[config.mk]
export PLATFORM = sky130hd
export DESIGN_NAME = tlig_ctrl
export DESIGN_NICKNAME = d
export VERILOG_FILES = /design/src/design/tlig_pkg.sv /design/src/design/tlig_ctrl.sv
export SDC_FILE = /design/constraint.sdc
export NUM_CORES = 1
export LEC_CHECK = 0
export ABC_AREA = 1
export BUFFER_PORTS_ARGS = -buffer_cell sky130_fd_sc_hd__buf_4
export CAP_MARGIN = 30
export CELL_PAD_IN_SITES_DETAIL_PLACEMENT = 1
export CELL_PAD_IN_SITES_GLOBAL_PLACEMENT = 1
export CORE_MARGIN = 8
export CORE_UTILIZATION = 23
export DETAILED_ROUTE_END_ITERATION = 10
export GPL_TIMING_DRIVEN = 0
export PLACE_DENSITY_LB_ADDON = 0.08
export SLEW_MARGIN = 10
export SYNTH_ARGS = -nofsm -noshare
export SYNTH_HDL_FRONTEND = slang
export SYNTH_SLANG_ARGS = --single-unit
export TNS_END_PERCENT = 50
[constraint.sdc]
create_clock -name clk -period 1.08 [get_ports clk]
set_input_delay 0.216 -clock clk [delete_from_list [all_inputs] [get_ports clk]]
set_output_delay 0.216 -clock clk [all_outputs]
set_load 0.005 [all_outputs]
[src/design/tlig_pkg.sv]
// Package for the terrain LOD index generator: shared codes, state and slot types,
// and the command and status words between controller and datapath.
// Depends on nothing; every other design file imports it.
package tlig_pkg;

    localparam int BLOCK_GRID_DEF = 32;
    localparam int OUT_W = 11;

    localparam logic [2:0] REG_CENTER = 3'd0;
    localparam logic [2:0] REG_LEFT   = 3'd1;
    localparam logic [2:0] REG_TOP    = 3'd2;
    localparam logic [2:0] REG_RIGHT  = 3'd3;
    localparam logic [2:0] REG_BOTTOM = 3'd4;

    typedef enum logic [2:0] {
        ST_CLEAR,
        ST_WALK,
        ST_IDLE,
        ST_SLOT_A,
        ST_SLOT_B,
        ST_SLOT_C,
        ST_EMPTY
    } state_t;

    typedef enum logic [1:0] {
        SLOT_A,
        SLOT_B,
        SLOT_C
    } slot_t;

    typedef struct packed {
        logic  clr_step;
        logic  walk_step;
        logic  load;
        logic  issue;
        slot_t slot;
        logic  advance;
        logic  emit_empty;
    } cmd_t;

    typedef struct packed {
        logic clr_end;
        logic walk_end;
        logic req_empty;
        logic tri_last;
    } status_t;

endpackage

[src/design/tlig_ctrl.sv]
// Controller of the terrain LOD index generator: the state machine that sequences
// the remap clear, the remap walk and the three vertex reads of every triangle.
// Depends on tlig_pkg.
module tlig_ctrl
    import tlig_pkg::*;
(
    input  logic    clk,
    input  logic    rst_n,
    input  logic    start,
    input  status_t sts,
    output cmd_t    cmd,
    output logic    busy
);

    state_t state_reg;
    state_t state_next;

    always_ff @(posedge clk or negedge rst_n)
    begin
        if (!rst_n)
        begin
            state_reg <= ST_CLEAR;
        end
        else
        begin
            state_reg <= state_next;
        end
    end

    always_comb
    begin
        state_next = state_reg;
        cmd = '0;
        unique case (state_reg)
            ST_CLEAR:
            begin
                cmd.clr_step = 1'b1;
                if (sts.clr_end)
                begin
                    state_next = ST_WALK;
                end
            end
            ST_WALK:
            begin
                cmd.walk_step = 1'b1;
                if (sts.walk_end)
                begin
                    state_next = ST_IDLE;
                end
            end
            ST_IDLE:
            begin
                if (start)
                begin
                    cmd.load = 1'b1;
                    state_next = sts.req_empty ? ST_EMPTY : ST_SLOT_A;
                end
            end
            ST_SLOT_A:
            begin
                cmd.issue = 1'b1;
                cmd.slot = SLOT_A;
                state_next = ST_SLOT_B;
            end
            ST_SLOT_B:
            begin
                cmd.issue = 1'b1;
                cmd.slot = SLOT_B;
                state_next = ST_SLOT_C;
            end
            ST_SLOT_C:
            begin
                cmd.issue = 1'b1;
                cmd.slot = SLOT_C;
                if (sts.tri_last)
                begin
                    state_next = ST_IDLE;
                end
                else
                begin
                    cmd.advance = 1'b1;
                    state_next = ST_SLOT_A;
                end
            end
            ST_EMPTY:
            begin
                cmd.emit_empty = 1'b1;
                state_next = ST_IDLE;
            end
            default:
            begin
                state_next = ST_CLEAR;
            end
        endcase
    end

    assign busy = (state_reg != ST_IDLE);

endmodule

==> flow_summary.ini <==
[timing]
slew_headroom_pct = 87.6
layout_min_cycle_time_ns = 1.41
drv_slew = 0
rsz0062_at_grt = yes
fin_crit_sh_pct = 131
setup_slack_ns = -0.332
max_freq_ghz = 0.708
finClkSkew_ns = 0.00176
hold_viol_final = 0
worst_pin_slew_ns = 0.186
setup_viol = 12

[worst_setup_path]
path_buf_inv = 2
cp_max_fo = 3
cp_data_arrival_time_ns = 1.20
critPathMaxStageDelay_ns = 0.39
rr_startpoint = state_reg[0]$_DFFE_PN0P_
path_cells = buf_6 > ha_2 > nand2_2 > nand3_1 > buf_4
start_kind = flop
cpMaxStageDelayCell = dfrtp_1
cp-end-kind = output port
required_ns = 0.86
path_class = flop to output port
critPathLaunch = state_reg[1]$_DFFE_PN0P_
cp_top_family = flip-flops

[clocking]
cts_root_buffer = clkbuf_4
htreeDepth = 1
clkSinkCount = 3
clkSlewWorstSetupHoldPaths_ns = 0.04
clockBufferDepth = 2
cts_tree = yes
insertion_delay_ns = 0.23
cts_buffers = 3

[yosys]
syn_nets = 62
yosys_warnings = 0
synth.cell_area_um2 = 303
netlist_instances = 51
synth_ff_type = dfrtp_1
ys_seq_elements = 3
yosysUniqueCellTypes = 10
ys_top_cells_by_count = nand2_1, inv_1, nor2_1
synth_top_area_cell = dfrtp_1
yosys-top-cells-area = dfrtp_1, nand2_1, inv_1, ha_1, nand3_1
synth.top_cell.area_share_pct = 24.8
syn_avg_cell_area_um2 = 5.94
async_flop_share_pct = 100
synth-seq-area-share_pct = 24.8
synth_edf_count = 0
synthMostInstantiatedCell = nand2_1

[grt]
grt_max_degree = 8
grt_util_met2_pct = 13.2
antenna_found_initial = 0
grt_pass1_vias = 429
grt-ovfl-total = 0
grt_pass1_wl_um = 1770
busiest_layer = met2
grt_use_met1_pct = 9.15
gr-usage-met3_pct = 2.84
track_usage_pct = 8.29

[worst_hold_path]
hp-class = input port to flop
hold_start = sts[1]

[cells_and_area]
instances_no_fill = 92
fillCellCount = 171
area_growth_pct = 103
drive_gt1_share_pct = 63.6
fin_nets = 89
regArea_um2 = 77.6
multiInputGateArea_um2 = 246
largest_reg_flops = 3
antennaDiodeCount = 0
fin_area_um2 = 614

[job]
maxCapViolCount = 0

[placement]
dp_hpwl_um = 776
dp_slack_ns = -0.205
dpl_cell_area_um2 = 447
gp_congestion = 0.669
io_buffers = 15
dp.cells = 81

[pwr]
leakage_nw = 0.363
power_density_mw_per_mm2 = 2670
vdd_drop_max_mv = 1.45
power.total_mw = 1.64

[routing]
via_per_inst = 4.23
ant_nets = 0
routedWlPerCell_um = 11.1
first_iter_violations = 1
drt_wl_total_um = 1020
vias = 389
firstDrtPassIters = 2
route.detailed.drc = 0

[die]
core-area_mm2 = 0.00127
fp-row-count = 13
dieArea_mm2 = 0.00273
start_util_pct = 23.9
die_w_um = 52.3
ios = 16
die_h_um = 52.3

[outcome]
status = complete, but fails checks
violations = negative setup slack
## worst min-delay path, delay by kind of cell
| kind | cells | cell delay, ns |
|---|---|---|
| simple gates | 1 | 0.09 |
| compound gates | 1 | 0.06 |
| buf+inv | 1 | 0.08 |
## routing by layer
metal  up-vias  routed length (µm)
met2        14                 488
met1       177                 416
met5         -                   0
li1        196                   -
met4         0                  16
met3         2                  98
## through the flow
step | hold WS (ns) | util (%) | TNS (ns)
finish | 0.256 | 48.4 | -3.41
CTS | 0.253 | 47.4 | -3.50
detailed placement | 0.00473 | 35.2 | -1.57
floorplan | -0.0796 | - | -0.126
global route | 0.288 | 48.4 | -4.24
global placement | 0.00548 | 35.2 | -1.44
## where the power goes
| part | internal [mW] | leakage [nW] | switching, mW | total (mW) |
|---|---|---|---|---|
| registers | 0.175 | 0.0349 | 0.0920 | 0.267 |
| clock network | 0.138 | 0.0150 | 0.0553 | 0.194 |
| logic | 0.618 | 0.313 | 0.565 | 1.18 |
## cell families (layout without fill, tap and decap cells)
family                   after synthesis  in the layout  share of synthesized area (%)
AO/OA/AOI/OAI                          1              1                           1.65
adder cells (fa/ha/maj)                4              4                           16.5
buffers and inverters                 15             41                           18.6
flip-flops                             3              3                           24.8
AND/OR/NAND/NOR                       28             28                           38.4
## cells in the final DEF, fill, tap and decap left out, drive strengths merged
| cell type | n |
|---|---|
| buf | 21 |
| dfrtp | 3 |
| nor2 | 7 |
| nand3 | 5 |
| inv | 15 |
| clkbuf | 4 |
| dlygate4sd3 | 1 |
| ha | 4 |
| a21oi | 1 |
| nand2 | 16 |
## final cells by class
type,count,area share [%]
inverters,15,9.57
multi-input cells,33,40.1
clock buffers,4,4.28
repair buffers,22,30.3
flip-flops and latches,3,12.6
well taps,15,3.05
## path summary, 6_finish.rpt
path	cells after the start	slack, ns	end
min in group asynchronous	2	0.31	state_reg[2]$_DFFE_PN0P_
max in group asynchronous	2	0.66	state_reg[0]$_DFFE_PN0P_
max reg2reg	9	-0.29	state_reg[0]$_DFFE_PN0P_
max	5	-0.33	cmd[4]
min	3	0.26	state_reg[2]$_DFFE_PN0P_
min reg2reg	2	0.60	state_reg[0]$_DFFE_PN0P_
## timing repair
item	CTS	global route
hold buffers	1	0
endpoints found under the hold margin	3	0
resized for setup	22	5
setup endpoints to repair	12	12
setup buffers	6	0
pin swaps	3	5
Note: power is estimated with default switching activity, not from simulation.
